$ cat config.mk
export PLATFORM = sky130hd
export DESIGN_NAME = dsp_instruction_decoder
export DESIGN_NICKNAME = d
export VERILOG_FILES = /design/src/hdl/dspid_pkg.sv /design/src/hdl/dspid_mem_dec.sv /design/src/hdl/dspid_dec.sv /design/src/hdl/dsp_instruction_decoder.sv
export SDC_FILE = /design/constraint.sdc
export NUM_CORES = 1
export LEC_CHECK = 0
export BUFFER_PORTS_ARGS = -buffer_cell sky130_fd_sc_hd__buf_2
export CAP_MARGIN = 15
export CORE_MARGIN = 1
export CORE_UTILIZATION = 55
export DETAILED_ROUTE_END_ITERATION = 8
export HOLD_SLACK_MARGIN = 0.12
export PLACE_DENSITY_LB_ADDON = 0.12
export SETUP_SLACK_MARGIN = 0.1
export SKIP_CTS_REPAIR_TIMING = 1
export SYNTH_ARGS = -nofsm -noshare
export SYNTH_HDL_FRONTEND = slang
export SYNTH_HIERARCHICAL = 1
export SYNTH_SLANG_ARGS = --single-unit
$ cat constraint.sdc
create_clock -name clk_i -period 9.4 [get_ports clk_i]
set_input_delay 0.94 -clock clk_i [delete_from_list [all_inputs] [get_ports clk_i]]
set_output_delay 0.94 -clock clk_i [all_outputs]
set_load 0.005 [all_outputs]
$ cat src/hdl/dspid_pkg.sv
// ----------------------------------------------------------------------------
// dspid_pkg
// Types and opcode constants shared by the DSP instruction decoder modules.
// ----------------------------------------------------------------------------
`timescale 1ns / 1ps

package dspid_pkg;

  typedef enum logic [4:0] {
    K_CONST       = 5'd0,
    K_NOP         = 5'd1,
    K_GOTO_FAR    = 5'd2,
    K_GOTO_NEAR   = 5'd3,
    K_SUBENTRY    = 5'd4,
    K_RETURN      = 5'd5,
    K_PUSH_RA     = 5'd6,
    K_POP_RA      = 5'd7,
    K_PUSH_RD     = 5'd8,
    K_POP_RD      = 5'd9,
    K_LOAD_IMM    = 5'd10,
    K_ROM         = 5'd11,
    K_UNARY       = 5'd12,
    K_TABLE       = 5'd13,
    K_RA_ADDSUB   = 5'd14,
    K_RAM         = 5'd15,
    K_RD_MEM      = 5'd16,
    K_RA_MEM      = 5'd17,
    K_ALU         = 5'd18,
    K_PUSH_RP     = 5'd19,
    K_POP_RP      = 5'd20,
    K_RP_MEM      = 5'd21,
    K_SET_CLEAR   = 5'd22,
    K_UNKNOWN     = 5'd23
  } kind_e;

  typedef enum logic [2:0] {
    M_RD       = 3'd0,
    M_RA_RD    = 3'd1,
    M_PRE_INC  = 3'd2,
    M_PRE_DEC  = 3'd3,
    M_POST_INC = 3'd4,
    M_POST_DEC = 3'd5,
    M_RM       = 3'd6,
    M_RA_OFS   = 3'd7
  } mem_mode_e;

  // opcode words and masks
  localparam logic [31:0] NOP_WORD      = 32'h0000_A9F4;
  localparam logic [31:0] SUBENTRY_WORD = 32'h0000_3BFA;

  localparam logic [15:0] MSK_C100 = 16'hC100;
  localparam logic [15:0] MSK_C000 = 16'hC000;
  localparam logic [15:0] MSK_FFC0 = 16'hFFC0;
  localparam logic [15:0] MSK_F9FF = 16'hF9FF;
  localparam logic [15:0] MSK_F900 = 16'hF900;
  localparam logic [15:0] MSK_E100 = 16'hE100;
  localparam logic [15:0] MSK_F800 = 16'hF800;
  localparam logic [15:0] MSK_C0FF = 16'hC0FF;
  localparam logic [15:0] MSK_FD00 = 16'hFD00;

  localparam logic [15:0] PAT_FAR      = 16'h0000;
  localparam logic [15:0] PAT_NEAR     = 16'h4000;
  localparam logic [15:0] PAT_RETURN   = 16'h39C0;
  localparam logic [15:0] PAT_PUSH_RA  = 16'hF8FA;
  localparam logic [15:0] PAT_POP_RA   = 16'hF9F9;
  localparam logic [15:0] PAT_PUSH_RD  = 16'hA8FA;
  localparam logic [15:0] PAT_POP_RD   = 16'hA9F9;
  localparam logic [15:0] PAT_LOAD_IMM = 16'h3100;
  localparam logic [15:0] PAT_ROM      = 16'h2900;
  localparam logic [15:0] PAT_UNARY    = 16'h2100;
  localparam logic [15:0] PAT_TABLE    = 16'h0100;
  localparam logic [15:0] PAT_RA_ADD   = 16'hB800;
  localparam logic [15:0] PAT_RAM      = 16'hB000;
  localparam logic [15:0] PAT_RD_MEM   = 16'hA800;
  localparam logic [15:0] PAT_RA_MEM   = 16'hF800;
  localparam logic [15:0] PAT_ALU      = 16'h8000;
  localparam logic [15:0] PAT_PUSH_RP  = 16'hC0FA;
  localparam logic [15:0] PAT_POP_RP   = 16'hC0F9;
  localparam logic [15:0] PAT_RP_MEM   = 16'hC000;
  localparam logic [15:0] PAT_SET_CLR  = 16'h3D00;

  // memory operand sub-field
  localparam logic [7:0] MSK_MEM_FC = 8'hFC;
  localparam logic [7:0] MSK_MEM_3C = 8'h3C;
  localparam logic [7:0] MSK_MEM_38 = 8'h38;
  localparam logic [7:0] PAT_MEM_RD = 8'hF4;
  localparam logic [7:0] PAT_MEM_RA = 8'h3C;
  localparam logic [7:0] PAT_MEM_ID = 8'h38;
  localparam logic [7:0] PAT_MEM_RM = 8'h30;

  localparam logic [7:0] CONST_LO = 8'd5;

  typedef struct packed {
    mem_mode_e   mode;
    logic [1:0]  base;
    logic [5:0]  field;
  } mem_t;

  typedef struct packed {
    kind_e       kind;
    logic        direction;
    logic [4:0]  reg_num;
    logic [2:0]  alu_op;
    logic [4:0]  cond_flag;
    logic [23:0] value;
    logic        has_mem;
    mem_t        mem;
  } dec_t;

endpackage

$ cat src/hdl/dspid_mem_dec.sv
// ----------------------------------------------------------------------------
// dspid_mem_dec
// Decodes the 8-bit memory operand into addressing mode, base and field.
// ----------------------------------------------------------------------------
`timescale 1ns / 1ps

module dspid_mem_dec
  import dspid_pkg::*;
(
  input  logic [7:0] opnd_i,
  output mem_t       mem_o
);

  logic [1:0] ra;

  assign ra = opnd_i[7:6];

  always_comb begin
    mem_o = '0;
    priority if ((opnd_i & MSK_MEM_FC) == PAT_MEM_RD) begin
      mem_o.mode  = M_RD;
      mem_o.field = {4'd0, opnd_i[1:0]};
    end else if ((opnd_i & MSK_MEM_3C) == PAT_MEM_RA) begin
      mem_o.mode  = M_RA_RD;
      mem_o.base  = ra;
      mem_o.field = {4'd0, opnd_i[1:0]};
    end else if ((opnd_i & MSK_MEM_3C) == PAT_MEM_ID) begin
      unique case (opnd_i[1:0])
        2'b11:   mem_o.mode = M_PRE_INC;
        2'b10:   mem_o.mode = M_PRE_DEC;
        2'b01:   mem_o.mode = M_POST_INC;
        default: mem_o.mode = M_POST_DEC;
      endcase
      mem_o.base = ra;
    end else if ((opnd_i & MSK_MEM_38) == PAT_MEM_RM) begin
      mem_o.mode  = M_RM;
      mem_o.field = {1'b0, opnd_i[2], ra, opnd_i[1:0]};
    end else begin
      mem_o.mode  = M_RA_OFS;
      mem_o.base  = ra;
      mem_o.field = opnd_i[5:0];
    end
  end

endmodule

$ cat src/hdl/dspid_dec.sv
// ----------------------------------------------------------------------------
// dspid_dec
// Priority decode of one instruction word and its fetch address.
// ----------------------------------------------------------------------------
`timescale 1ns / 1ps

module dspid_dec
  import dspid_pkg::*;
(
  input  logic [23:0] fetch_address_i,
  input  logic [31:0] instr_word_i,
  output dec_t        dec_o
);

  logic [15:0] lo;
  logic [15:0] hi;
  logic [7:0]  n;
  logic [4:0]  flag;
  logic [1:0]  r2;
  logic        rw;
  logic [23:0] near_ofs;
  logic [23:0] near_tgt;
  logic        is_const;
  mem_t        mem;

  assign lo   = instr_word_i[15:0];
  assign hi   = instr_word_i[31:16];
  assign n    = instr_word_i[7:0];
  assign flag = instr_word_i[13:9];
  assign r2   = instr_word_i[10:9];
  assign rw   = instr_word_i[8];

  assign near_ofs = rw ? {16'd0, n} : (24'd0 - {16'd0, n});
  assign near_tgt = fetch_address_i + near_ofs + 24'd1;
  assign is_const = (fetch_address_i[23:8] == 16'd0) && (fetch_address_i[7:0] > CONST_LO);

  dspid_mem_dec u_mem_dec (
    .opnd_i (n),
    .mem_o  (mem)
  );

  always_comb begin
    dec_o      = '0;
    dec_o.kind = K_UNKNOWN;
    priority if (is_const) begin
      dec_o.kind  = K_CONST;
      dec_o.value = {8'd0, lo};
    end else if (instr_word_i == NOP_WORD) begin
      dec_o.kind = K_NOP;
    end else if ((lo & MSK_C100) == PAT_FAR) begin
      dec_o.kind      = K_GOTO_FAR;
      dec_o.cond_flag = flag;
      dec_o.value     = {n, hi};
    end else if ((lo & MSK_C000) == PAT_NEAR) begin
      dec_o.kind      = K_GOTO_NEAR;
      dec_o.cond_flag = flag;
      dec_o.direction = rw;
      dec_o.value     = near_tgt;
    end else if (instr_word_i == SUBENTRY_WORD) begin
      dec_o.kind = K_SUBENTRY;
    end else if ((lo & MSK_FFC0) == PAT_RETURN) begin
      dec_o.kind  = K_RETURN;
      dec_o.value = {18'd0, lo[5:0]};
    end else if ((lo & MSK_F9FF) == PAT_PUSH_RA) begin
      dec_o.kind    = K_PUSH_RA;
      dec_o.reg_num = {3'd0, r2};
    end else if ((lo & MSK_F9FF) == PAT_POP_RA) begin
      dec_o.kind    = K_POP_RA;
      dec_o.reg_num = {3'd0, r2};
    end else if ((lo & MSK_F9FF) == PAT_PUSH_RD) begin
      dec_o.kind    = K_PUSH_RD;
      dec_o.reg_num = {3'd0, r2};
    end else if ((lo & MSK_F9FF) == PAT_POP_RD) begin
      dec_o.kind    = K_POP_RD;
      dec_o.reg_num = {3'd0, r2};
    end else if ((lo & MSK_F900) == PAT_LOAD_IMM) begin
      dec_o.kind    = K_LOAD_IMM;
      dec_o.reg_num = {3'd0, r2};
      dec_o.value   = {n, hi};
    end else if ((lo & MSK_F900) == PAT_ROM) begin
      dec_o.kind    = K_ROM;
      dec_o.reg_num = {3'd0, r2};
      dec_o.value   = {16'd0, n};
    end else if ((lo & MSK_F900) == PAT_UNARY) begin
      dec_o.kind    = K_UNARY;
      dec_o.alu_op  = {1'b0, r2};
      dec_o.has_mem = 1'b1;
      dec_o.mem     = mem;
    end else if ((lo & MSK_E100) == PAT_TABLE) begin
      dec_o.kind    = K_TABLE;
      dec_o.reg_num = {1'b0, lo[12:9]};
      dec_o.has_mem = 1'b1;
      dec_o.mem     = mem;
    end else if ((lo & MSK_F800) == PAT_RA_ADD) begin
      dec_o.kind      = K_RA_ADDSUB;
      dec_o.direction = rw;
      dec_o.reg_num   = {3'd0, r2};
      dec_o.value     = {16'd0, n};
    end else if ((lo & MSK_F800) == PAT_RAM) begin
      dec_o.kind      = K_RAM;
      dec_o.direction = rw;
      dec_o.reg_num   = {3'd0, r2};
      dec_o.value     = {16'd0, n};
    end else if ((lo & MSK_F800) == PAT_RD_MEM) begin
      dec_o.kind      = K_RD_MEM;
      dec_o.direction = rw;
      dec_o.reg_num   = {3'd0, r2};
      dec_o.has_mem   = 1'b1;
      dec_o.mem       = mem;
    end else if ((lo & MSK_F800) == PAT_RA_MEM) begin
      dec_o.kind      = K_RA_MEM;
      dec_o.direction = rw;
      dec_o.reg_num   = {3'd0, r2};
      dec_o.has_mem   = 1'b1;
      dec_o.mem       = mem;
    end else if ((lo & MSK_C000) == PAT_ALU) begin
      dec_o.kind      = K_ALU;
      dec_o.direction = rw;
      dec_o.reg_num   = {3'd0, r2};
      dec_o.alu_op    = lo[13:11];
      dec_o.has_mem   = 1'b1;
      dec_o.mem       = mem;
    end else if ((lo & MSK_C0FF) == PAT_PUSH_RP) begin
      dec_o.kind    = K_PUSH_RP;
      dec_o.reg_num = flag;
    end else if ((lo & MSK_C0FF) == PAT_POP_RP) begin
      dec_o.kind    = K_POP_RP;
      dec_o.reg_num = flag;
    end else if ((lo & MSK_C000) == PAT_RP_MEM) begin
      dec_o.kind      = K_RP_MEM;
      dec_o.direction = rw;
      dec_o.reg_num   = flag;
      dec_o.has_mem   = 1'b1;
      dec_o.mem       = mem;
    end else if ((lo & MSK_FD00) == PAT_SET_CLR) begin
      dec_o.kind      = K_SET_CLEAR;
      dec_o.direction = lo[9];
      dec_o.value     = {16'd0, n};
    end else begin
      dec_o.kind = K_UNKNOWN;
    end
  end

endmodule

$ cat src/hdl/dsp_instruction_decoder.sv
// ----------------------------------------------------------------------------
// dsp_instruction_decoder
// An accepted input is held in the input register, then decoded into the
// result register. Throughput: one item per cycle, held back only by a
// stalled result register. Reset clears both stage valid flags; payload
// registers are not reset.
// ----------------------------------------------------------------------------
`timescale 1ns / 1ps

module dsp_instruction_decoder
  import dspid_pkg::*;
(
  input  logic        clk_i,
  input  logic        rst_ni,
  input  logic        in_valid_i,
  output logic        in_stall_o,
  input  logic [23:0] fetch_address_i,
  input  logic [31:0] instr_word_i,
  output logic        out_valid_o,
  input  logic        out_stall_i,
  output logic [4:0]  kind_o,
  output logic        direction_o,
  output logic [4:0]  reg_num_o,
  output logic [2:0]  alu_op_o,
  output logic [4:0]  cond_flag_o,
  output logic [23:0] value_o,
  output logic        has_mem_o,
  output logic [2:0]  mem_mode_o,
  output logic [1:0]  mem_base_o,
  output logic [5:0]  mem_field_o
);

  logic        in_vld_q;
  logic [23:0] addr_q;
  logic [31:0] word_q;
  logic        res_vld_q;
  dec_t        res_q;
  dec_t        res_d;
  logic        res_en;
  logic        in_en;

  assign res_en     = !res_vld_q || !out_stall_i;
  assign in_en      = !in_vld_q || res_en;
  assign in_stall_o = !in_en;

  always_ff @(posedge clk_i or negedge rst_ni) begin
    if (!rst_ni) begin
      in_vld_q <= 1'b0;
    end else if (in_en) begin
      in_vld_q <= in_valid_i;
    end
  end

  always_ff @(posedge clk_i) begin
    if (in_en && in_valid_i) begin
      addr_q <= fetch_address_i;
      word_q <= instr_word_i;
    end
  end

  dspid_dec u_dec (
    .fetch_address_i (addr_q),
    .instr_word_i    (word_q),
    .dec_o           (res_d)
  );

  always_ff @(posedge clk_i or negedge rst_ni) begin
    if (!rst_ni) begin
      res_vld_q <= 1'b0;
    end else if (res_en) begin
      res_vld_q <= in_vld_q;
    end
  end

  always_ff @(posedge clk_i) begin
    if (res_en && in_vld_q) begin
      res_q <= res_d;
    end
  end

  assign out_valid_o = res_vld_q;
  assign kind_o      = res_q.kind;
  assign direction_o = res_q.direction;
  assign reg_num_o   = res_q.reg_num;
  assign alu_op_o    = res_q.alu_op;
  assign cond_flag_o = res_q.cond_flag;
  assign value_o     = res_q.value;
  assign has_mem_o   = res_q.has_mem;
  assign mem_mode_o  = res_q.mem.mode;
  assign mem_base_o  = res_q.mem.base;
  assign mem_field_o = res_q.mem.field;

endmodule

==> results.json <==
{
  "nets": 758,
  "core-area_mm2": 0.0109,
  "cellLeakagePower_uw": 0.00307,
  "synthArstFlopShare": 0.0177,
  "synthCells": 556,
  "finClkSkew_ns": 0.00815,
  "layout-drive-gt1-share": 0.266,
  "worstPathRequired_ns": 9.57,
  "io_pins": 117,
  "final_area_mm2": 0.00749,
  "synth_commonest_cells": "111 x edfxtp_1, 52 x nand2_1, 41 x nor2_1",
  "die_w_um": 109,
  "clock_path_buffers": 2,
  "crit_path_start_kind": "flip-flop",
  "setup_violations": 0,
  "dp_hpwl_mm": 11.0,
  "yosysSeqAreaShare": 0.542,
  "clkTransAtPathRegs_ns": 0.06,
  "synth_area_leaders": "edfxtp_1 53%, ha_1 5.2%, nand2_1 3.1%",
  "power_frac_clock": 0.433,
  "overflow": 0,
  "synth_area_mm2": 0.00624,
  "h-tree-depth": 4,
  "period_needed_ns": 3.80,
  "maxSlewViolCount": 0,
  "combPwrFrac": 0.149,
  "cts_root_buf": "clkbuf_16",
  "antenna_found_initial": 0,
  "min-delay-path-class": "primary input to asynchronous set/reset pin",
  "rsz0062_at_grt": "no",
  "dp_slack_ns": 5.71,
  "initial_core_util": 0.571,
  "vias_per_cell": 5.97,
  "synthFlopType": "edfxtp_1",
  "max_stage_delay_ns": 0.50,
  "final_antenna_net_count": 0,
  "synth_cell_type_count": 73,
  "die-area_mm2": 0.0118,
  "hold_viol_final": 0,
  "yosysMostFrequentCell": "edfxtp_1",
  "irDropWorstVdd_uv": 142,
  "seqPwrFrac": 0.418,
  "via_count": 4919,
  "ys_ff_latch": 113,
  "cp_slowest_cell": "edfxtp_1",
  "grt_pass1_vias": 4677,
  "status": "finished clean",
  "ys_warn_count": 6,
  "grt_usage": 0.278,
  "drc_errors": 0,
  "n_antenna_cell": 0,
  "wl_per_cell_um": 18.6,
  "endpoint_kind": "flip-flop",
  "portBuffers": 116,
  "placed_area_mm2": 0.00688,
  "sw_frac_of_total": 0.266,
  "grt_max_degree": 57,
  "p_int_uw": 1120,
  "path_max_fanout": 7,
  "fin_crit_sh": 0.404,
  "path_delay_family": "compound AO/OA/AOI/OAI gates",
  "slew_headroom": 0.349,
  "syn_avg_cell_area_um2": 11.2,
  "clock_latency_ns": 0.42,
  "cts_tree": "done",
  "chipHeight_um": 109,
  "p_sw_uw": 406,
  "synth_area_leader_cell": "edfxtp_1",
  "grt_pass1_wl_mm": 24.1,
  "tightestPinTransition_ns": 0.974,
  "hold_ws_ns": 0.302,
  "synth_top_area_frac": 0.534,
  "max-cap-violations": 0,
  "crit_buf_inv": 1,
  "crit_path_cell_trace": "inv_1, ha_1, nand2_1, nor3_1, nor2_1, xor2_1, ha_1, a2111oi_0, a21oi_1, a41o_1, a311oi_1, a2111oi_0, a21o_1",
  "p_per_area_mw_per_mm2": 204,
  "clock.fmax_ghz": 0.263,
  "synth_edf_count": 111,
  "area_growth_pct": 20.0,
  "num_rows": 38,
  "cts_sinks": 113,
  "drt_iter0_drc": 404,
  "gp_congestion": 0.909,
  "finalPower_uw": 1530,
  "drt-pass1-iter-count": 5,
  "tns_ns": 0,
  "syn-num-nets": 643,
  "crit_type": "flip-flop to flip-flop",
  "cts_made_buffers": 17,
  "setup_slack_ns": 5.60,
  "crit_arrival_ns": 3.97,
  "routed_wl_mm": 15.3
}
==> power groups by stage <==
stage / Combinational (uW) / Clock, uW / Sequential, uW
floorplan: 158 / 0 / 639
global placement: 223 / 0 / 648
detailed placement: 225 / 0 / 649
CTS: 227 / 670 / 639
global route: 253 / 690 / 644
finish: 228 / 663 / 640
==> placed cells by master, fill, tap and decap left out, types with 4 or more instances in the layout <==
cell	synthesis	final
a222oi_1	4	4
nand2_1	52	52
ha_1	26	26
buf_4	4	4
nor4_1	13	13
o21ai_0	36	36
nand3_1	16	16
nor3_1	12	12
edfxtp_1	111	111
a31oi_1	6	6
buf_2	1	116
a211oi_1	4	4
o211ai_1	5	5
or3_1	5	5
xor2_1	20	20
clkbuf_16	0	17
a22oi_1	8	8
and2_1	9	8
o22ai_1	4	4
and2_4	9	9
inv_1	18	18
o21a_1	7	7
a21o_1	12	12
inv_6	0	4
a21oi_1	31	31
xnor2_1	8	8
and3_1	5	5
nor2_1	41	41
nor2b_1	4	4
==> flip-flops by register name, summed over array words and instances, names as in the netlist, 2 cells and up <==
register     cells
alu_op_o         3
reg_num_o        5
mem_base_o       2
value_o         24
mem_field_o      6
mem_mode_o       3
kind_o           5
word_q          32
cond_flag_o      5
addr_q          24
==> final timing paths <==
path	startpoint	end	slack, ns	cells after the start
min in group clk_i	in_vld_q	out_valid_o	0.51	1
max	word_q[0]	value_o[19]	5.60	13
max in group asynchronous	rst_ni	in_vld_q	9.00	1
min reg2reg	in_vld_q	out_valid_o	0.51	1
min	rst_ni	out_valid_o	0.30	1
max reg2reg	word_q[0]	value_o[19]	5.60	13
==> stage by stage <==
stage	util	instances
6_report	0.685	824
5_1_grt	0.685	824
4_1_cts	0.685	824
3_5_place_dp	0.629	792
3_3_place_gp	0.629	792
2_1_floorplan	-	556
==> kinds of logic after synthesis <==
kind of cell / share of synthesized area
buf+inv: 0.0367
compound gates: 0.156
xor+xnor: 0.0393
simple gates: 0.167
flops: 0.542
mux: 0.00341
fa+ha+maj: 0.0553
==> worst reg2reg max path: cells and delay by family, from the launching register on <==
family / cells / cell delay (ns)
adder cells (fa/ha/maj): 2 / 0.62
AND/OR/NAND/NOR: 3 / 0.37
buffers and inverters: 1 / 0.16
XOR/XNOR: 1 / 0.19
AO/OA/AOI/OAI: 6 / 1.72
flip-flops: 1 / 0.50
==> layer usage <==
layer	track usage	vias to the layer above	routed length (um)
met5	0	-	0
met4	0.136	0	362
met3	0.0555	31	1110
met2	0.451	229	7440
met1	0.356	2306	6380
li1	-	2353	-
==> layout make-up <==
class	count	area [um^2]
fillers	845	3440
flip-flops and latches	113	3380
multi-input cells	400	2640
repair buffers	120	611
clock buffers	17	425
clock inverters	15	183
well taps	140	175
inverters	19	71.3
No activity file was read; power rests on OpenSTA's default activity.
